`src/hdl/satd8t_pkg.sv`:
```
// shared types, widths and the 8-point hadamard butterfly for the tiled satd core
package satd8t_pkg;

    // geometry and field widths
    localparam int ROWS    = 8;
    localparam int PIX_W   = 8;
    localparam int ROW_W   = 12;
    localparam int COEF_W  = 15;
    localparam int ABS_W   = 14;
    localparam int LSUM_W  = 17;
    localparam int TSUM_W  = 20;
    localparam int TOTAL_W = 24;
    localparam int CODE_W  = 2;
    localparam int RIDX_W  = 3;
    localparam int LINE_W  = ROWS * PIX_W;

    localparam logic [RIDX_W-1:0] LAST_ROW = RIDX_W'(ROWS - 1);

    // coefficient and row types
    typedef logic signed [COEF_W-1:0] coef_t;
    typedef coef_t coef_vec_t [ROWS];
    typedef logic signed [ROW_W-1:0] hrow_t;
    typedef hrow_t hrow_vec_t [ROWS];
    typedef logic [ABS_W-1:0] mag_t;
    typedef mag_t mag_vec_t [ROWS];
    typedef logic [LSUM_W-1:0] lsum_t;
    typedef lsum_t lsum_vec_t [ROWS];

    // three butterfly levels, output order matches the row store layout
    function automatic coef_vec_t hadamard8(input coef_vec_t v);
        coef_vec_t t;
        coef_vec_t u;
        coef_vec_t w;
        for (int i = 0; i < 4; i++)
        begin
            t[i]     = v[2*i] + v[2*i+1];
            t[i + 4] = v[2*i] - v[2*i+1];
        end
        for (int i = 0; i < 2; i++)
        begin
            u[i]     = t[2*i] + t[2*i+1];
            u[i + 2] = t[2*i] - t[2*i+1];
            u[i + 4] = t[4+2*i] + t[5+2*i];
            u[i + 6] = t[4+2*i] - t[5+2*i];
        end
        for (int i = 0; i < 4; i++)
        begin
            w[2*i]   = u[2*i] + u[2*i+1];
            w[2*i+1] = u[2*i] - u[2*i+1];
        end
        return w;
    endfunction

endpackage

```
`src/hdl/satd8t_row_xform.sv`:
```
// pixel differences and horizontal 8-point hadamard of one row pair
module satd8t_row_xform
(
    input  logic [satd8t_pkg::LINE_W-1:0] a_row,
    input  logic [satd8t_pkg::LINE_W-1:0] b_row,
    output satd8t_pkg::hrow_vec_t         row
);

    satd8t_pkg::coef_vec_t diff;
    satd8t_pkg::coef_vec_t xf;

    // signed differences, widened to coefficient width
    always_comb
    begin
        for (int i = 0; i < satd8t_pkg::ROWS; i++)
        begin
            diff[i] = satd8t_pkg::COEF_W'(
                $signed({1'b0, a_row[i*satd8t_pkg::PIX_W +: satd8t_pkg::PIX_W]}) -
                $signed({1'b0, b_row[i*satd8t_pkg::PIX_W +: satd8t_pkg::PIX_W]}));
        end
    end

    // transform and trim to stored row width
    always_comb
    begin
        xf = satd8t_pkg::hadamard8(diff);
        for (int i = 0; i < satd8t_pkg::ROWS; i++)
        begin
            row[i] = xf[i][satd8t_pkg::ROW_W-1:0];
        end
    end

endmodule

```
`config.mk`:
```
export PLATFORM = sky130hd
export DESIGN_NAME = satd8t_row_xform
export DESIGN_NICKNAME = d
export VERILOG_FILES = /design/src/hdl/satd8t_pkg.sv /design/src/hdl/satd8t_row_xform.sv
export SDC_FILE = /design/constraint.sdc
export NUM_CORES = 1
export LEC_CHECK = 0
export ABC_CLOCK_PERIOD_IN_PS = 22100
export BUFFER_PORTS_ARGS = -buffer_cell sky130_fd_sc_hd__buf_4
export CORE_MARGIN = 2
export CORE_UTILIZATION = 56
export DETAILED_ROUTE_END_ITERATION = 12
export GPL_TIMING_DRIVEN = 0
export PLACE_DENSITY = 0.84
export SYNTH_ARGS = -nofsm -noshare
export SYNTH_HDL_FRONTEND = slang
export SYNTH_SLANG_ARGS = --single-unit
```
`constraint.sdc`:
```
create_clock -name vclk -period 22.1
set_input_delay 3.315 -clock vclk [all_inputs]
set_output_delay 3.315 -clock vclk [all_outputs]
set_load 0.02 [all_outputs]
```
Word level (Yosys, flattened, before mapping). Cells that the tools add are included.

Register bits: 0. Input port bits: 128. Output and inout bits: 96. Logic and storage cells: 32.

Add/sub/neg operators: 32.

Operators by type and width (number): 8-bit by 8-bit subtractor with 9-bit output (8); 11-bit by 11-bit adder with 12-bit output (4); 11-bit by 11-bit subtractor with 12-bit output (4); 10-bit by 10-bit adder with 11-bit output (4); 10-bit by 10-bit subtractor with 11-bit output (4); 9-bit by 9-bit adder with 10-bit output (4); 9-bit by 9-bit subtractor with 10-bit output (4).

Logic depth before layout (Yosys ltp). Gate-level depths: netlist (run 1).

Depth in word-level cells: 4. Gate-level depth with buffers: 28. Mapped depth without buffers: 27.

Worst setup path before layout (run 1). No wires, ideal clock.

Path type: input-to-output. Start: in a_row[56] (netlist bit). End: out row[94] (netlist bit). Data arrival time: 8531 ps. Required time: 18785 ps. Setup slack: 10254 ps. Stages on the path: 26. Buffers on the path: 2. Path through: inv_1 ha_1 inv_1 fa_1 nand2_1 nand2_1 a21oi_1 o21bai_1 a21oi_1 xnor2_1 ha_1 nor2_1 a211oi_1 a21oi_1 ha_1 clkbuf_1 inv_1 and3_1 mux2_2 or2_2 ha_1 clkbuf_1 inv_1 or3_1 or3_1 o311ai_0.

RTL lines: start, declared (RTL line satd8t_row_xform.sv:4) `input logic [satd8t_pkg::LINE_W-1:0] a_row,`; end, declared (RTL line satd8t_row_xform.sv:6) `output satd8t_pkg::hrow_vec_t row`.

==> impl_metrics.env, run 1 <==
export IMPL_run_status="complete, no violations"
export IMPL_drt_antenna_violating_nets=0
export IMPL_worst_slew_margin_rel=0.356
export IMPL_max_cap_violations=0
export IMPL_via_count_of_the_first_global_routing_pass=12000
export IMPL_crit_arrival_ns=9.58
export IMPL_ys_warn_count=0
export IMPL_clock_buffer_count_in_the_final_layout=0
export IMPL_clock_fmax_ghz=0.0776
export IMPL_syn_to_final_growth_pct=16.0
export IMPL_end_kind="output port"
export IMPL_floorplan_rows=55
export IMPL_syn_area_per_cell_um2=7.22
export IMPL_route_detailed_wl_per_inst_um=14.6
export IMPL_timing_critical_path_required_ns=18.78
export IMPL_die_width_um=155
export IMPL_cts_resized_gates=0
export IMPL_antenna_cells_inserted=0
export IMPL_fin_nets=2449
export IMPL_io_pins=224
export IMPL_critical_path_top_cell_by_count="sky130_fd_sc_hd__ha_1"
export IMPL_crit_type="primary input to output port"
export IMPL_timing_final_crit_period_ns=12.89
export IMPL_timing_final_crit_share=0.583
export IMPL_grt_first_pass_wirelength_um=54400
export IMPL_mappedNetlistArea_um2=12700
export IMPL_drive_gt1_frac=0.129
export IMPL_design_core_area_um2=22400
export IMPL_slowest_library_cell_on_the_worst_path="sky130_fd_sc_hd__o41ai_1"
export IMPL_detail_route_wirelength_um=33100
export IMPL_synthDistinctLibCells=66
export IMPL_final_seq_area_um2=0
export IMPL_num_vias=12500
export IMPL_bufs_and_invs_on_worst_path=7
export IMPL_cp_slowest_stage_delay_ns=0.79
export IMPL_dp_hpwl_um=29600
export IMPL_synthDominantCellAreaShare=0.297
export IMPL_fin_tns_setup_ns=0
export IMPL_synth_largest_area_cell="sky130_fd_sc_hd__ha_1"
export IMPL_timing_hold_violations_final=0
export IMPL_die_area_um2=23900
export IMPL_final_max_slew_viol_count=0
export IMPL_netlist_top_cells_count="sky130_fd_sc_hd__ha_1, sky130_fd_sc_hd__inv_1, sky130_fd_sc_hd__xnor2_1"
export IMPL_vertical_die_dimension_um=155
export IMPL_initial_core_util=0.567
export IMPL_cts_repair_timing_setup_buffer_count=0
export IMPL_critical_path_top_delay_family="compound AO/OA/AOI/OAI gates"
export IMPL_place_detailed_instances=2270
export IMPL_most_common_cell_in_the_netlist="sky130_fd_sc_hd__ha_1"
export IMPL_critical_path_peak_fanout=10
export IMPL_syn_nets=2223
export IMPL_cp_start_kind="primary input"
export IMPL_fillerInstances=1997
export IMPL_ys_seq_area_frac=0
export IMPL_instances_no_fill=2270
export IMPL_grt_antenna_before_repair=0
export IMPL_maximum_number_of_pins_on_one_net_before_global_route_repair=11
export IMPL_drtPass1Iterations=6
export IMPL_setup_violations_final=0
export IMPL_globalplace_congestion=0.975
export IMPL_drc=0
export IMPL_buffer_ports_inserted=224
export IMPL_synthTopCellsByArea="sky130_fd_sc_hd__ha_1, sky130_fd_sc_hd__xnor2_1, sky130_fd_sc_hd__inv_1"
export IMPL_vias_per_cell=5.53
export IMPL_holdCritPathClass="primary input to output port"
export IMPL_rsz0062_at_grt="no"
export IMPL_numSequentialCells=0
export IMPL_gr_usage_all_layers=0.266
export IMPL_worstMarginPinSlew_ns=0.954
export IMPL_detailedRoute_firstIterationViolations=705
export IMPL_leftover_overflow_at_the_end_of_global_routing=0
export IMPL_synth_cells=1761
export IMPL_cts_hold_repair_buffers=0
-- metrics by stage --
step                area (um2)  hold slack [ns]  utilization  setup slack, ns
floorplan                12700             7.28            -            10.25
global placement         14700             7.68        0.657             9.51
detailed placement       14700             7.68        0.657             9.24
CTS                      14700             7.68        0.657             9.23
global route             14700             7.74        0.657             8.84
finish                   14700             7.66        0.657             9.21
-- cell families after synthesis --
logic type	count (synthesis)	synth area share
muxes	3	0.00246
and+or+nand+nor	417	0.159
AOI/OAI and AO/OA	443	0.224
buffers and inverters	311	0.0930
adders and majority gates	334	0.348
xor gates and xnor gates	253	0.174
-- area by class of cell --
cell class	count	area (um2)	area share
multi-input cells	1450	11500	0.782
repair buffers	224	1680	0.114
inverters	274	1030	0.0697
well taps	285	357	0.0242
plain buffers	37	154	0.0104
-- cell usage in the layout, fill, tap and decap left out, types with 8 or more instances in the layout --
cell type,n
sky130_fd_sc_hd__xnor2_1,175
sky130_fd_sc_hd__nor3_1,41
sky130_fd_sc_hd__nor2_1,156
sky130_fd_sc_hd__nand2_1,74
sky130_fd_sc_hd__o311ai_0,8
sky130_fd_sc_hd__nand2b_1,27
sky130_fd_sc_hd__inv_1,274
sky130_fd_sc_hd__or2_2,12
sky130_fd_sc_hd__nand3_1,8
sky130_fd_sc_hd__o21ai_0,76
sky130_fd_sc_hd__a21oi_1,148
sky130_fd_sc_hd__nor2b_1,39
sky130_fd_sc_hd__ha_1,302
sky130_fd_sc_hd__and3_1,10
sky130_fd_sc_hd__o21bai_1,50
sky130_fd_sc_hd__buf_4,228
sky130_fd_sc_hd__fa_1,32
sky130_fd_sc_hd__or3_1,19
sky130_fd_sc_hd__a31oi_1,12
sky130_fd_sc_hd__o21a_1,25
sky130_fd_sc_hd__xor2_1,78
sky130_fd_sc_hd__a21boi_0,16
sky130_fd_sc_hd__clkbuf_1,31
sky130_fd_sc_hd__a21o_1,33
-- metal layers --
| metal | global-route usage | up-vias | wire length [um] | part of all wire |
|---|---|---|---|---|
| li1 | - | 6358 | - | - |
| met4 | 0.0604 | 0 | 832 | 0.025 |
| met1 | 0.353 | 5795 | 15400 | 0.47 |
| met3 | 0.0120 | 48 | 1500 | 0.045 |
| met2 | 0.477 | 346 | 15400 | 0.46 |
| met5 | 0 | - | 0 | 0 |
-- worst paths after layout --
kind	depth (start not counted)	startpoint	endpoint
hold / removal	7	b_row[0]	row[0]
setup / recovery	27	a_row[8]	row[22]
-- worst min-delay path: stages --
cell,delay [ns]
sky130_fd_sc_hd__buf_4,0.08
sky130_fd_sc_hd__ha_1,0.15
sky130_fd_sc_hd__ha_1,0.21
sky130_fd_sc_hd__ha_1,0.18
sky130_fd_sc_hd__ha_1,0.19
sky130_fd_sc_hd__inv_1,0.07
sky130_fd_sc_hd__buf_4,0.16
Power of run 1 is left out: the tool's default activity adds up to more than one toggle a clock period on the data nets, which glitch-free logic cannot reach.
==> inputs of run 2 (changes only) <==
--- a/config.mk
+++ b/config.mk
@@ -5,13 +5,14 @@
 export SDC_FILE = /design/constraint.sdc
 export NUM_CORES = 1
 export LEC_CHECK = 0
-export ABC_CLOCK_PERIOD_IN_PS = 22100
+export ABC_AREA = 1
+export ABC_CLOCK_PERIOD_IN_PS = 13200
 export BUFFER_PORTS_ARGS = -buffer_cell sky130_fd_sc_hd__buf_4
 export CORE_MARGIN = 2
 export CORE_UTILIZATION = 56
 export DETAILED_ROUTE_END_ITERATION = 12
 export GPL_TIMING_DRIVEN = 0
-export PLACE_DENSITY = 0.84
+export PLACE_DENSITY = 0.83
 export SYNTH_ARGS = -nofsm -noshare
 export SYNTH_HDL_FRONTEND = slang
 export SYNTH_SLANG_ARGS = --single-unit
==> constraint.sdc (replaced) <==
create_clock -name vclk -period 13.2
set_input_delay 1.98 -clock vclk [all_inputs]
set_output_delay 1.98 -clock vclk [all_outputs]
set_load 0.02 [all_outputs]
==> run 2 against run 1 <==
- routed wire length up 14%
- flip-flop and latch count unchanged
- largest cell class unchanged
- critical endpoint is now row[71]
- synthesized cell count up 17%
- critical path depth up 5
- non-clock buffer count up 15
- cell count up 15%
- clock-buffer cell count unchanged
- design area up 5.6%
- area after synthesis up 6.1%
==> impl_metrics.env, run 2 <==
export IMPL_run_status="complete, no violations"
export IMPL_timing_final_crit_period_ns=9.91
export IMPL_syn_to_final_growth_pct=15.4
export IMPL_critical_path_peak_fanout=8
export IMPL_cts_hold_repair_buffers=0
export IMPL_netlist_top_cells_count="sky130_fd_sc_hd__inv_1, sky130_fd_sc_hd__ha_1, sky130_fd_sc_hd__nand2_1"
export IMPL_setup_violations_final=0
export IMPL_ys_warn_count=0
export IMPL_cp_slowest_stage_delay_ns=0.43
export IMPL_timing_critical_path_required_ns=11.22
export IMPL_multi_input_combinational_cell_area_um2=11300
export IMPL_vias_per_cell=5.30
export IMPL_commonest_cells_after_routing_fill_and_taps_aside="sky130_fd_sc_hd__inv_1, sky130_fd_sc_hd__ha_1, sky130_fd_sc_hd__nand2_1, sky130_fd_sc_hd__buf_4, sky130_fd_sc_hd__xor2_1"
export IMPL_timing_final_crit_share=0.751
export IMPL_drt_antenna_violating_nets=0
export IMPL_worst_slew_margin_rel=0.465
export IMPL_grt_first_pass_wirelength_um=61700
export IMPL_antenna_cells_inserted=0
export IMPL_fillerInstances=2233
export IMPL_globalplace_congestion=0.942
export IMPL_final_max_slew_viol_count=0
export IMPL_route_detailed_wl_per_inst_um=14.4
export IMPL_floorplan_rows=56
export IMPL_synth_cells=2067
export IMPL_mappedNetlistArea_um2=13500
export IMPL_crit_type="primary input to output port"
export IMPL_maximum_number_of_pins_on_one_net_before_global_route_repair=11
export IMPL_cts_resized_gates=0
export IMPL_detailedRoute_firstIterationViolations=953
export IMPL_clock_buffer_count_in_the_final_layout=0
export IMPL_buffer_ports_inserted=224
export IMPL_worst_hold_slack_ns=5.09
export IMPL_initial_core_util=0.573
export IMPL_most_common_cell_in_the_netlist="sky130_fd_sc_hd__inv_1"
export IMPL_leftover_overflow_at_the_end_of_global_routing=0
export IMPL_max_cap_violations=0
export IMPL_dp_hpwl_um=33800
export IMPL_holdCritPathClass="primary input to output port"
export IMPL_via_count_of_the_first_global_routing_pass=13200
export IMPL_fin_tns_setup_ns=0
export IMPL_drc=0
export IMPL_cp_start_kind="primary input"
export IMPL_critical_path_top_cell_by_count="sky130_fd_sc_hd__inv_1"
export IMPL_synthDominantCellAreaShare=0.280
export IMPL_layout_cells_most_common="sky130_fd_sc_hd__inv_1"
export IMPL_drive_gt1_frac=0.137
export IMPL_synth_largest_area_cell="sky130_fd_sc_hd__ha_1"
export IMPL_rsz0062_at_grt="no"
export IMPL_fin_nets=2755
export IMPL_io_pins=224
export IMPL_syn_nets=2529
export IMPL_detail_route_wirelength_um=37700
export IMPL_num_vias=13800
export IMPL_design_core_area_um2=23500
export IMPL_worstMarginPinSlew_ns=0.792
export IMPL_gr_usage_all_layers=0.285
export IMPL_ys_seq_area_frac=0
export IMPL_synthTopCellsByArea="sky130_fd_sc_hd__ha_1, sky130_fd_sc_hd__xor2_1, sky130_fd_sc_hd__inv_1"
export IMPL_cts_repair_timing_setup_buffer_count=0
export IMPL_vertical_die_dimension_um=159
export IMPL_syn_area_per_cell_um2=6.53
export IMPL_grt_antenna_before_repair=0
export IMPL_slowest_library_cell_on_the_worst_path="sky130_fd_sc_hd__fa_1"
export IMPL_die_width_um=159
export IMPL_numSequentialCells=0
export IMPL_die_area_um2=25300
export IMPL_drtPass1Iterations=6
export IMPL_timing_hold_violations_final=0
export IMPL_end_kind="output port"
export IMPL_clock_fmax_ghz=0.101
export IMPL_crit_arrival_ns=7.93
export IMPL_final_seq_area_um2=0
export IMPL_synthDistinctLibCells=46
## run 2: cell types whose count changed in the layout (fill, tap and decap cells not counted), moves of 29 or more
| cell | previous run | this run |
|---|---|---|
| sky130_fd_sc_hd__nand2_1 | 74 | 301 |
| sky130_fd_sc_hd__inv_1 | 274 | 471 |
| sky130_fd_sc_hd__xor2_1 | 78 | 204 |
| sky130_fd_sc_hd__a21oi_1 | 148 | 181 |
| sky130_fd_sc_hd__nor2b_1 | 39 | 0 |
| sky130_fd_sc_hd__nand3_1 | 8 | 105 |
| sky130_fd_sc_hd__nor2_1 | 156 | 75 |
| sky130_fd_sc_hd__nand4_1 | 2 | 31 |
| sky130_fd_sc_hd__xnor2_1 | 175 | 30 |
## run 2: area by class of cell
class | instances | area share
Timing Repair Buffer | 224 | 0.108
Buffer | 52 | 0.0211
Multi-Input combinational cell | 1533 | 0.729
Tap cell | 319 | 0.0256
Inverter | 482 | 0.117
## run 2: worst paths after layout
check | start | endpoint | slack [ns] | depth (start not counted)
max | a_row[16] | row[71] | 3.29 | 32
min | b_row[0] | row[0] | 5.09 | 7
## run 2: critical path: cells and delay by family
kind	cells	cell delay, ns
AND/OR/NAND/NOR	9	1.17
XOR/XNOR	2	0.53
buffers and inverters	10	1.37
AO/OA/AOI/OAI	6	1.21
adder cells (fa/ha/maj)	5	1.65
## run 2: per-stage QoR
stage / util / setup WS [ns] / instance area [um2] / instances
floorplan: - / 4.41 / 13500 / 2067
global placement: 0.661 / 3.47 / 15600 / 2610
detailed placement: 0.661 / 3.41 / 15600 / 2610
CTS: 0.661 / 3.39 / 15600 / 2610
global route: 0.661 / 2.75 / 15600 / 2610
finish: 0.661 / 3.29 / 15600 / 2610
## run 2: metal layers
metal | vias up | global-route usage | routed length (um)
met2 | 406 | 0.502 | 17600
met4 | 0 | 0.0583 | 832
met1 | 6291 | 0.378 | 17000
met5 | - | 0 | 0
met3 | 49 | 0.0292 | 2210
li1 | 7080 | - | -
## run 2: kinds of logic after synthesis
group                    Yosys count  share of synthesized area
AO/OA/AOI/OAI                    378                      0.172
XOR/XNOR                         235                      0.153
buffers and inverters            534                      0.159
AND/OR/NAND/NOR                  586                      0.189
adder cells (fa/ha/maj)          334                      0.328
Power of run 2 is left out for the same reason.
