==> config.mk <==
export PLATFORM = sky130hd
export DESIGN_NAME = satd8t_col_lane
export DESIGN_NICKNAME = d
export VERILOG_FILES = /design/src/hdl/satd8t_pkg.sv /design/src/hdl/satd8t_col_lane.sv
export SDC_FILE = /design/constraint.sdc
export NUM_CORES = 1
export LEC_CHECK = 0
export CORE_MARGIN = 4
export CORE_UTILIZATION = 44
export DETAILED_ROUTE_END_ITERATION = 7
export DONT_BUFFER_PORTS = 1
export GPL_TIMING_DRIVEN = 0
export PLACE_DENSITY = 0.59
export SYNTH_ARGS = -nofsm -noshare
export SYNTH_HDL_FRONTEND = slang
export SYNTH_SLANG_ARGS = --single-unit
==> constraint.sdc <==
create_clock -name clk -period 12.9 [get_ports clk]
set_input_delay 1.935 -clock clk [delete_from_list [all_inputs] [get_ports clk]]
set_output_delay 1.935 -clock clk [all_outputs]
set_load 0.02 [all_outputs]
==> src/hdl/satd8t_pkg.sv <==
// shared types, widths and the 8-point hadamard butterfly for the tiled satd core
package satd8t_pkg;

    // geometry and field widths
    localparam int ROWS    = 8;
    localparam int PIX_W   = 8;
    localparam int ROW_W   = 12;
    localparam int COEF_W  = 15;
    localparam int ABS_W   = 14;
    localparam int LSUM_W  = 17;
    localparam int TSUM_W  = 20;
    localparam int TOTAL_W = 24;
    localparam int CODE_W  = 2;
    localparam int RIDX_W  = 3;
    localparam int LINE_W  = ROWS * PIX_W;

    localparam logic [RIDX_W-1:0] LAST_ROW = RIDX_W'(ROWS - 1);

    // coefficient and row types
    typedef logic signed [COEF_W-1:0] coef_t;
    typedef coef_t coef_vec_t [ROWS];
    typedef logic signed [ROW_W-1:0] hrow_t;
    typedef hrow_t hrow_vec_t [ROWS];
    typedef logic [ABS_W-1:0] mag_t;
    typedef mag_t mag_vec_t [ROWS];
    typedef logic [LSUM_W-1:0] lsum_t;
    typedef lsum_t lsum_vec_t [ROWS];

    // three butterfly levels, output order matches the row store layout
    function automatic coef_vec_t hadamard8(input coef_vec_t v);
        coef_vec_t t;
        coef_vec_t u;
        coef_vec_t w;
        for (int i = 0; i < 4; i++)
        begin
            t[i]     = v[2*i] + v[2*i+1];
            t[i + 4] = v[2*i] - v[2*i+1];
        end
        for (int i = 0; i < 2; i++)
        begin
            u[i]     = t[2*i] + t[2*i+1];
            u[i + 2] = t[2*i] - t[2*i+1];
            u[i + 4] = t[4+2*i] + t[5+2*i];
            u[i + 6] = t[4+2*i] - t[5+2*i];
        end
        for (int i = 0; i < 4; i++)
        begin
            w[2*i]   = u[2*i] + u[2*i+1];
            w[2*i+1] = u[2*i] - u[2*i+1];
        end
        return w;
    endfunction

endpackage

==> src/hdl/satd8t_col_lane.sv <==
// one column lane: vertical hadamard, magnitudes, then column sum
module satd8t_col_lane
(
    input  logic                  clk,
    input  logic                  load_en,
    input  logic                  sum_en,
    input  satd8t_pkg::hrow_vec_t col,
    output satd8t_pkg::lsum_t     lane_sum
);

    satd8t_pkg::coef_vec_t col_ext;
    satd8t_pkg::coef_vec_t vt;
    satd8t_pkg::mag_vec_t  mag_next;
    satd8t_pkg::mag_vec_t  mag_reg;
    satd8t_pkg::lsum_t     sum_next;
    satd8t_pkg::lsum_t     sum_reg;

    // vertical transform and absolute values
    always_comb
    begin
        for (int i = 0; i < satd8t_pkg::ROWS; i++)
        begin
            col_ext[i] = satd8t_pkg::COEF_W'(col[i]);
        end
        vt = satd8t_pkg::hadamard8(col_ext);
        for (int i = 0; i < satd8t_pkg::ROWS; i++)
        begin
            mag_next[i] = vt[i][satd8t_pkg::COEF_W-1] ? satd8t_pkg::ABS_W'(-vt[i])
                                                      : satd8t_pkg::ABS_W'(vt[i]);
        end
    end

    // sum of the eight magnitudes
    always_comb
    begin
        sum_next = '0;
        for (int i = 0; i < satd8t_pkg::ROWS; i++)
        begin
            sum_next = sum_next + satd8t_pkg::LSUM_W'(mag_reg[i]);
        end
    end

    // payload registers
    always_ff @(posedge clk)
    begin
        if (load_en)
        begin
            mag_reg <= mag_next;
        end
        if (sum_en)
        begin
            sum_reg <= sum_next;
        end
    end

    assign lane_sum = sum_reg;

endmodule

* Word level (Yosys, flattened, before mapping)
Index checks and enable logic that the tools add are counted.
** Word-level totals
- Register bits after elaboration :: 129
- Bits in latches :: 0
- Bits in writable memories :: 0
- ROM bits :: 0
- Logic and storage cells :: 56
- Memories :: 0
** Cells by class
- Add/sub/neg operators :: 39
- $mul :: 0
- Divide/modulo/power cells :: 0
- $lt $le $gt $ge :: 0
- Equality and inequality tests :: 0
- Shift-type cells :: 0
- Muxes and demuxes :: 8
- Bitwise logic cells :: 0
- Reductions and logical operators :: 0
** Operators by type and width (count)
- two-way mux 14 bit :: 8
- negator 14 bit :: 8
- adder 14 x 14 -> 15 bit :: 5
- adder 17 x 14 -> 17 bit :: 4
- subtractor 14 x 14 -> 15 bit :: 4
- adder 13 x 13 -> 14 bit :: 4
- subtractor 13 x 13 -> 14 bit :: 4
- adder 12 x 12 -> 13 bit :: 4
- subtractor 12 x 12 -> 13 bit :: 4
- adder 16 x 14 -> 17 bit :: 1
- adder 15 x 14 -> 16 bit :: 1

* Logic depth before layout (Yosys ltp)
Gate-level depths: netlist of run 1.
- Depth in word-level cells :: 7
- Depth in mapped cells :: 28
- Gate-level depth less buffers :: 27

* Worst setup path after synthesis of run 1
No wires, ideal clock.
- Kind :: input-to-reg
- From :: input port col[0] (netlist bit)
- To :: register mag_reg[111] (netlist bit) (data pin)
- Library setup time :: 259 ps
- Arrival :: 6983 ps
- Required time :: 12641 ps
- Path slack :: 5657 ps
- Stages on the path :: 24
- Cells stage by stage :: ha_1 -> inv_1 -> fa_1 -> inv_1 -> ha_1 -> a21o_1 -> a21oi_1 -> o21ai_0 -> a21oi_1 -> o21ai_0 -> and2_1 -> o31a_1 -> o41ai_1 -> xnor2_1 -> ha_1 -> clkbuf_1 -> inv_1 -> nor3_1 -> a2111oi_0 -> o311ai_0 -> o21bai_1 -> or4_1 -> a22oi_1 -> xnor2_1
** RTL lines
- start, declared :: RTL line satd8t_col_lane.sv:7 : input satd8t_pkg::hrow_vec_t col,
- end signal, assigned :: RTL line satd8t_col_lane.sv:48 : mag_reg <= mag_next;
- end, declared :: RTL line satd8t_col_lane.sv:14 : satd8t_pkg::mag_vec_t mag_reg;

==> results.cfg, run 1 <==
[outcome]
run_status = complete, no violations

[floorplanning]
die-area_sq_um = 54300
initial_utilization_pct = 44.5
die_w_um = 233
die_h_um = 233
num_rows = 82
core_area_sq_um = 50100
floorplan.io_pins = 116

[clocking]
numCtsBuffers = 17
clock_insertion_delay_worst_skew_ns = 0.43
cts_hold_buffers = 0
clock_tree.root_cell = sky130_fd_sc_hd__clkbuf_16
htree_levels = 4
clock_tree.buffer_depth = 2
clock_sink_count = 125
clk_transition_reported_paths_ns = 0.06
post_cts_buffers = 0
cts_tree = yes
cts.repair.resized = 0

[synthesis]
yosysTopAreaCell = sky130_fd_sc_hd__ha_1
synth_area_sq_um = 22300
synthesis.instances = 2665
ys_warn_count = 0
synth_sequential_area_ratio_pct = 16.9
synth_flop_cell = sky130_fd_sc_hd__edfxtp_1
ys_ff_latch = 125
syn-num-nets = 3208
synth_cell_type_count = 85
synth_async_sr_flop_share_pct = 0
synth-edff-count = 125
synth.top_cells.by_area = sky130_fd_sc_hd__ha_1 (19%), sky130_fd_sc_hd__edfxtp_1 (17%), sky130_fd_sc_hd__xnor2_1 (9.8%)
netlist.area_leader.share_pct = 18.9
syn_avg_cell_area_sq_um = 8.36

[worst_setup_path]
worstPathRequired_ns = 13.06
timing.critical_path.arrival_ns = 8.30
critPathSlowestCell = sky130_fd_sc_hd__o311ai_0
most_numerous_cell_on_the_critical_path = sky130_fd_sc_hd__o21bai_1
timing.setup.critical_path_class = in2reg
slowest_delay_ns = 0.77
start_kind = primary input
cp_max_fo = 9
worst_setup_path_end_kind = register

[final_layout]
fillers = 4954
largest_register_ffs = 108
layout.cells.non_filler = 3370
areaGrowthSynthToFinish_pct = 6.50
multiInputGateArea_sq_um = 16700
post_route_cells_drive_above_1_share_pct = 3.08
layout.area.seq_sq_um = 3750
antenna-diode-count = 0
fin_nets = 3228

[global_routing]
number_of_global_route_vias_before_repair = 17600
antenna_found_initial = 1
grtUsageTotal_pct = 22.0
grt_start_max_net_pins = 109
gr-total-overflow = 0
global_route_wire_length_before_repair_um = 94100

[timing]
maxSlewViolCount = 0
max_freq_ghz = 0.123
timing.slew.headroom_pct = 37.9
fin_tns_setup_ns = 0
finalSetupViolCount = 0
min_period_ns = 8.13
tcrit_tclk_final_pct = 63.0
finalClockSkew_ns = 0.0102
timing.hold.ws_ns = 0.711
rsz0062_at_grt = no
worst-slew-pin-transition_ns = 0.919
hold_viol_final = 0

[placement]
dp_hpwl_um = 53300
gp_congestion = 0.911
port_buffers = 0
dp_cells = 3338

[routing]
drt_first_pass_iters = 6
dr_wl_cell_um = 17.9
detailroute.via_count = 17900
postRouteWirelength_um = 60400
detailedRoute.firstIterationViolations = 908
via_per_inst = 5.31
drc_errors = 0
antenna_left = 0

[run]
cap_viol_max_count = 0

[hold_path]
hold_path_class = reg2reg
==> final cells by class <==
class / count / share of cell area, %
Clock inverter: 15 / 0.744
Buffer: 57 / 1.05
Sequential cell: 125 / 15.8
Timing Repair Buffer: 1 / 0.0211
Tap cell: 672 / 3.55
Clock buffer: 17 / 1.79
Multi-Input combinational cell: 2068 / 70.4
Inverter: 415 / 6.57
==> cells by family (layout without fill, tap and decap cells) <==
kind of cell,count (synthesis),in the layout,share of synthesized area [%]
compound gates,638,638,18.9
xor+xnor,337,337,13.3
fa+ha+maj,444,444,28.6
buf+inv,472,505,8.11
flops,125,125,16.9
mux,9,9,0.416
simple gates,640,640,13.9
==> metrics by stage <==
| stage | cell area, sq um | utilization (%) | setup WS (ns) |
|---|---|---|---|
| after floorplan | 22300 | - | 5.66 |
| after global placement | 23100 | 46.2 | 4.20 |
| after detailed placement | 23100 | 46.2 | 4.39 |
| after CTS | 23700 | 47.4 | 4.82 |
| after global routing | 23700 | 47.4 | 4.38 |
| final | 23700 | 47.4 | 4.77 |
==> critical path: cells and delay by family <==
kind                     cells  cell delay, ns
buffers and inverters        2            0.46
adder cells (fa/ha/maj)      4            1.35
XOR/XNOR                     2            0.56
AND/OR/NAND/NOR              6            0.94
AO/OA/AOI/OAI               12            3.06
==> final timing paths <==
path	from	end	slack, ns	cells past startpoint
min reg2reg	mag_reg[98]	lane_sum[0]	0.71	2
min	mag_reg[98]	lane_sum[0]	0.71	2
max	col[72]	mag_reg[111]	4.77	26
max reg2reg	mag_reg[43]	lane_sum[14]	7.84	20
==> placed cells by master, fill, tap and decap left out, drive strengths merged, types with 46 or more instances in the layout <==
cell type / n
edfxtp: 125
nand2: 107
nor2: 248
fa: 107
clkbuf: 52
xnor2: 248
a21oi: 189
inv: 423
xor2: 89
o21ai: 114
nor2b: 46
nor3: 67
ha: 337
o21bai: 63
==> per-layer routing <==
layer	routed length [um]	vias up	GRT usage, %
li1	-	9040	-
met1	28000	8463	29.4
met2	28900	344	38.4
met3	2720	36	2.88
met4	771	2	3.77
met5	8	-	0
==> synth_stat cells, types with 11 or more instances <==
library cell	count
sky130_fd_sc_hd__xor2_1	88
sky130_fd_sc_hd__and3_1	20
sky130_fd_sc_hd__edfxtp_1	125
sky130_fd_sc_hd__o31a_1	11
sky130_fd_sc_hd__nand2b_1	37
sky130_fd_sc_hd__fa_1	107
sky130_fd_sc_hd__nor2b_1	45
sky130_fd_sc_hd__o41ai_1	13
sky130_fd_sc_hd__clkbuf_1	35
sky130_fd_sc_hd__nand2_1	107
sky130_fd_sc_hd__xnor2_1	248
sky130_fd_sc_hd__nor2_1	248
sky130_fd_sc_hd__o21bai_1	63
sky130_fd_sc_hd__o21a_1	34
sky130_fd_sc_hd__o211ai_1	13
sky130_fd_sc_hd__ha_1	337
sky130_fd_sc_hd__or3_1	14
sky130_fd_sc_hd__nand3_1	27
sky130_fd_sc_hd__a21boi_0	18
sky130_fd_sc_hd__a31oi_1	27
sky130_fd_sc_hd__a21oi_1	188
sky130_fd_sc_hd__nor4_1	15
sky130_fd_sc_hd__a211oi_1	14
sky130_fd_sc_hd__o31ai_1	18
sky130_fd_sc_hd__nor3_1	67
sky130_fd_sc_hd__o21ai_0	112
sky130_fd_sc_hd__a21o_1	36
sky130_fd_sc_hd__inv_1	415
Power of run 1 is not shown: default switching activity piles up to over one toggle a cycle in this logic, so the estimate is an artifact.
==> run 2, diff against run 1 <==
--- a/config.mk
+++ b/config.mk
@@ -10,7 +10,7 @@
 export DETAILED_ROUTE_END_ITERATION = 7
 export DONT_BUFFER_PORTS = 1
 export GPL_TIMING_DRIVEN = 0
-export PLACE_DENSITY = 0.59
+export PLACE_DENSITY = 0.61
 export SYNTH_ARGS = -nofsm -noshare
 export SYNTH_HDL_FRONTEND = slang
 export SYNTH_SLANG_ARGS = --single-unit
==> constraint.sdc (replaced) <==
create_clock -name clk -period 7.23 [get_ports clk]
set_input_delay 1.0845 -clock clk [delete_from_list [all_inputs] [get_ports clk]]
set_output_delay 1.0845 -clock clk [all_outputs]
set_load 0.02 [all_outputs]
==> run 2 against run 1 <==
  * Critical path type unchanged
  * Critical endpoint is now mag_reg[45]
  * Via count barely moved
  * Final area rose by 0.23%
  * Die area did not move
  * Largest cell class unchanged
  * Core utilization rose by 0.11 points
  * Worst setup slack got worse by 4.2 ns
  * Worst hold slack got worse by 0.0062 ns
==> results.cfg, run 2 (synthesis results as in run 1) <==
[placement]
port_buffers = 0
dp_cells = 3338
gp_congestion = 0.938
dp_hpwl_um = 53600

[worst_setup_path]
slack_of_the_worst_reg_to_reg_path_ns = 2.14
rr_worst_depth = 18
cp_max_fo = 10
slowest_delay_ns = 0.40
timing.setup.critical_path_class = in2reg
timing.critical_path.arrival_ns = 6.91
worst_setup_path_end_kind = register
worstPathRequired_ns = 7.43
cp.buffers_inverters = 4
most_numerous_cell_on_the_critical_path = sky130_fd_sc_hd__a21oi_1
critical-path-top-delay-family = compound AO/OA/AOI/OAI gates
worstReg2RegEnd = lane_sum[14]
cp.depth = 27
critPathSlowestCell = sky130_fd_sc_hd__o21ai_0
start_kind = primary input
r2r_start = mag_reg[2]

[final_layout]
finalCoreUtilization_pct = 47.5
commonest_non_fill_non_tap_cells_in_the_layout = sky130_fd_sc_hd__inv_1 (415), sky130_fd_sc_hd__ha_1 (337), sky130_fd_sc_hd__nor2_1 (248)
post_route_cells_drive_above_1_share_pct = 3.41
layout.cells.non_filler = 3368
fillers = 4945
areaGrowthSynthToFinish_pct = 6.75
fin_nets = 3227
mostFrequentLayoutCell = sky130_fd_sc_hd__inv_1
antenna-diode-count = 0
largest_register_ffs = 108

[hold_path]
hp-start = mag_reg[98]
hold-path-endpoint = lane_sum[0]
number_of_stages_on_the_worst_hold_path = 2
hold_path_class = reg2reg

[timing]
max_freq_ghz = 0.149
min_period_ns = 6.71
timing.slew.headroom_pct = 43.7
finalClockSkew_ns = 0.00797
rsz0062_at_grt = no
finalSetupViolCount = 0
maxSlewViolCount = 0
worst-slew-pin-transition_ns = 0.831
tcrit_tclk_final_pct = 92.8
hold_viol_final = 0

[clocking]
cts_tree = yes
cts_hold_buffers = 0
clock_tree.buffer_depth = 2
numCtsBuffers = 17
clock_sink_count = 125
htree_levels = 4
clock_tree.root_cell = sky130_fd_sc_hd__clkbuf_16
clock_insertion_delay_worst_skew_ns = 0.42
post_cts_buffers = 0
clk_transition_reported_paths_ns = 0.06

[floorplanning]
die_w_um = 233
die-area_sq_um = 54300
die_h_um = 233
floorplan.io_pins = 116
num_rows = 82
initial_utilization_pct = 44.5
core_area_sq_um = 50100

[routing]
drc_errors = 0
dr_wl_cell_um = 18.1
antenna_left = 0
detailedRoute.firstIterationViolations = 1045
postRouteWirelength_um = 60900
via_per_inst = 5.31
detailroute.via_count = 17900
drt_first_pass_iters = 6

[global_routing]
gr-usage-met2_pct = 37.9
global_route.usage.met3_pct = 3.09
number_of_global_route_vias_before_repair = 17700
use_met1_pct = 29.4
grt_start_max_net_pins = 109
global_route_wire_length_before_repair_um = 94700
global_route.peak_usage_layer = met2
grtUsageTotal_pct = 22.3
gr-total-overflow = 0
antenna_found_initial = 0

[outcome]
run_status = complete, no violations

[run]
cap_viol_max_count = 0
[run 2: changes by cell type in the layout (fill, tap and decap cells not counted), moves of 2 or more]
cell | before | now
sky130_fd_sc_hd__xnor2_1 | 248 | 246
sky130_fd_sc_hd__xnor2_2 | 0 | 2
sky130_fd_sc_hd__inv_8 | 5 | 2
sky130_fd_sc_hd__o311ai_0 | 6 | 2
sky130_fd_sc_hd__o21ai_0 | 112 | 110
sky130_fd_sc_hd__clkbuf_2 | 0 | 3
sky130_fd_sc_hd__clkinv_4 | 2 | 5
sky130_fd_sc_hd__o21ai_1 | 2 | 4
sky130_fd_sc_hd__o311ai_1 | 3 | 6
sky130_fd_sc_hd__clkbuf_1 | 35 | 31
[run 2: timing repair]
action / CTS / global route
hold endpoints to repair: 0 / 0
resized for setup: 2 / 20
pin swaps: 0 / 0
endpoints found under the setup margin: 1 / 41
[run 2: routing by layer]
| metal | part of all wire, % | vias to the layer above |
|---|---|---|
| li1 | - | 9058 |
| met5 | 0 | - |
| met3 | 4.9 | 71 |
| met2 | 47 | 403 |
| met1 | 45 | 8348 |
| met4 | 3.1 | 0 |
[run 2: how the worst max path moves through the flow]
stage            start            to
2_1_floorplan   col[0]  mag_reg[111]
3_3_place_gp   col[24]  mag_reg[111]
3_5_place_dp   col[72]  mag_reg[111]
4_1_cts        col[60]   mag_reg[13]
5_1_grt         col[1]   mag_reg[45]
6_report        col[1]   mag_reg[45]
[run 2: cell type report]
class | instances | area [sq um] | share of cell area [%]
timing repair buffer | 1 | 5.00 | 0.0211
sequential | 125 | 3750 | 15.8
inverter | 415 | 1560 | 6.55
clock inverter | 14 | 163 | 0.684
clock buffer | 17 | 425 | 1.79
tap | 672 | 841 | 3.54
multi-input combinational | 2068 | 16800 | 70.6
buffer | 56 | 249 | 1.05
[run 2: per-stage QoR]
stage	worst slack, ns	hold slack [ns]	cell area [sq um]	setup TNS (ns)
after floorplan	0.838	0.655	22300	0
after global placement	-0.626	0.687	23100	-10.63
after detailed placement	-0.534	0.688	23100	-5.97
after CTS	0.0776	0.716	23700	0
after global routing	0.0177	0.733	23800	0
final	0.522	0.705	23800	0
[run 2: tightest hold or removal path, stage by stage, from the launching register on]
cell	delay [ns]
sky130_fd_sc_hd__edfxtp_1	0.36
sky130_fd_sc_hd__ha_1	0.13
sky130_fd_sc_hd__ha_1	0.11
Power of run 2 is left out for the same reason.
==> run 3, diff against run 2 <==
--- a/config.mk
+++ b/config.mk
@@ -11,6 +11,7 @@
 export DONT_BUFFER_PORTS = 1
 export GPL_TIMING_DRIVEN = 0
 export PLACE_DENSITY = 0.61
+export REMOVE_ABC_BUFFERS = 1
 export SYNTH_ARGS = -nofsm -noshare
 export SYNTH_HDL_FRONTEND = slang
 export SYNTH_SLANG_ARGS = --single-unit
==> run 3 against run 2 <==
  * Global-route usage fell by 0.64 points
  * Largest cell class unchanged
  * Die area did not move
  * Clock-buffer cell count did not move
  * Via count fell by 0.34%
  * Critical path depth fell by 3
  * Non-clock buffer count fell by 57
  * Final area fell by 1.4%
  * Maximum frequency fell by 2.5%
  * Cell count fell by 1.7%
  * Sequential share of layout area rose by 0.22 points
  * Register-to-register slack got worse by 0.11 ns
==> results.cfg, run 3 (synthesis results as in run 1) <==
[outcome]
run_status = complete, no violations

[worst_setup_path]
cp_max_fo = 9
timing.setup.critical_path_class = in2reg
worstPathRequired_ns = 7.44
worst_setup_path_end_kind = register
start_kind = primary input
timing.critical_path.arrival_ns = 7.09

[final_layout]
areaGrowthSynthToFinish_pct = 5.29
layout.cells.non_filler = 3311
finalCoreUtilization_pct = 46.8
largest_register_ffs = 108
commonest_non_fill_non_tap_cells_in_the_layout = sky130_fd_sc_hd__inv_1 (415), sky130_fd_sc_hd__ha_1 (337), sky130_fd_sc_hd__nor2_1 (248)
design_area_sq_um = 23400
post_route_cells_drive_above_1_share_pct = 2.69
antenna-diode-count = 0
mostFrequentLayoutCell = sky130_fd_sc_hd__inv_1
fin_nets = 3170
fillers = 4924

[timing]
finalClockSkew_ns = 0.00614
timing.slew.headroom_pct = 24.4
rsz0062_at_grt = no
timing.hold.ws_ns = 0.713
finalSetupViolCount = 0
hold_viol_final = 0
min_period_ns = 6.88
worst-slew-pin-transition_ns = 1.13
tcrit_tclk_final_pct = 95.2
max_freq_ghz = 0.145
maxSlewViolCount = 0

[hold_path]
hold_path_class = reg2reg

[routing]
drc_errors = 0
detailroute.via_count = 17800
dr_wl_cell_um = 18.0
detailedRoute.firstIterationViolations = 943
via_per_inst = 5.38
antenna_left = 0
postRouteWirelength_um = 59600
drt_first_pass_iters = 5

[global_routing]
grt_start_max_net_pins = 109
gr-total-overflow = 0
number_of_global_route_vias_before_repair = 17700
global_route_wire_length_before_repair_um = 92500
grtUsageTotal_pct = 21.6
antenna_found_initial = 1

[floorplanning]
initial_utilization_pct = 44.5
die_w_um = 233
die_h_um = 233
core_area_sq_um = 50100
die-area_sq_um = 54300
num_rows = 82
floorplan.io_pins = 116

[placement]
dp_hpwl_um = 52500
placed_area_sq_um = 22900
port_buffers = 0
dp_cells = 3280
gp_congestion = 0.896

[clocking]
clock_sink_count = 125
clk_transition_reported_paths_ns = 0.06
clock_tree.buffer_depth = 2
cts_tree = yes
numCtsBuffers = 17
cts_hold_buffers = 0
htree_levels = 4
clock_insertion_delay_worst_skew_ns = 0.43
post_cts_buffers = 0
clock_tree.root_cell = sky130_fd_sc_hd__clkbuf_16

[run]
cap_viol_max_count = 0
-- run 3: changes by cell type in the layout (fill, tap and decap cells not counted), sizes merged --
| cell | previous run | this run |
|---|---|---|
| clkinvlp | 2 | 1 |
| clkinv | 6 | 4 |
| inv | 419 | 423 |
| bufinv | 2 | 1 |
| buf | 23 | 0 |
| clkbuf | 51 | 17 |
-- run 3: final timing paths --
path	slack, ns	cells after the start	start	endpoint
max	0.35	24	col[0]	mag_reg[111]
min	0.71	2	mag_reg[98]	lane_sum[0]
max reg2reg	2.03	18	mag_reg[2]	lane_sum[14]
min reg2reg	0.71	2	mag_reg[98]	lane_sum[0]
-- run 3: stage by stage --
step	TNS, ns	setup slack [ns]
2_1_floorplan	0	0.916
3_3_place_gp	-3.07	-0.342
3_5_place_dp	-6.41	-0.413
4_1_cts	0	0.0119
5_1_grt	0	0.0269
6_report	0	0.348
-- run 3: critical path: stages --
cell,delay (ns)
sky130_fd_sc_hd__ha_1,0.19
sky130_fd_sc_hd__inv_1,0.07
sky130_fd_sc_hd__fa_1,0.22
sky130_fd_sc_hd__o21bai_1,0.08
sky130_fd_sc_hd__a21oi_1,0.24
sky130_fd_sc_hd__o21bai_1,0.11
sky130_fd_sc_hd__a21oi_1,0.28
sky130_fd_sc_hd__o21bai_1,0.10
sky130_fd_sc_hd__a21oi_1,0.23
sky130_fd_sc_hd__xor2_1,0.39
sky130_fd_sc_hd__ha_1,0.40
sky130_fd_sc_hd__o21a_1,0.14
sky130_fd_sc_hd__o31a_1,0.12
sky130_fd_sc_hd__o41ai_1,0.72
sky130_fd_sc_hd__xnor2_1,0.19
sky130_fd_sc_hd__ha_1,0.44
sky130_fd_sc_hd__inv_1,0.21
sky130_fd_sc_hd__nor3_1,0.08
sky130_fd_sc_hd__a2111oi_0,0.32
sky130_fd_sc_hd__o311ai_0,0.32
sky130_fd_sc_hd__o21bai_1,0.26
sky130_fd_sc_hd__or4_1,0.43
sky130_fd_sc_hd__a22oi_1,0.22
sky130_fd_sc_hd__xnor2_1,0.23
-- run 3: layer usage --
layer  GRT usage (%)  up-vias  routed length (um)
met2            37.8      360               28600
met1            28.0     8473               26700
met5               0        -                  20
li1                -     8926                   -
met3            3.73       59                3020
met4            4.93        2                1220
-- run 3: area by class of cell --
class / instances / area (sq um) / share of cell area (%)
clock buffer: 17 / 425 / 1.81
clock inverter: 14 / 133 / 0.566
inverter: 415 / 1560 / 6.64
multi-input combinational: 2068 / 16700 / 71.4
sequential: 125 / 3750 / 16.0
tap: 672 / 841 / 3.59
-- run 3: what timing repair did --
item	4_1_cts	5_1_grt
resized for setup	0	8
hold endpoints to repair	0	0
endpoints found under the setup margin	0	49
Power of run 3 is left out for the same reason.
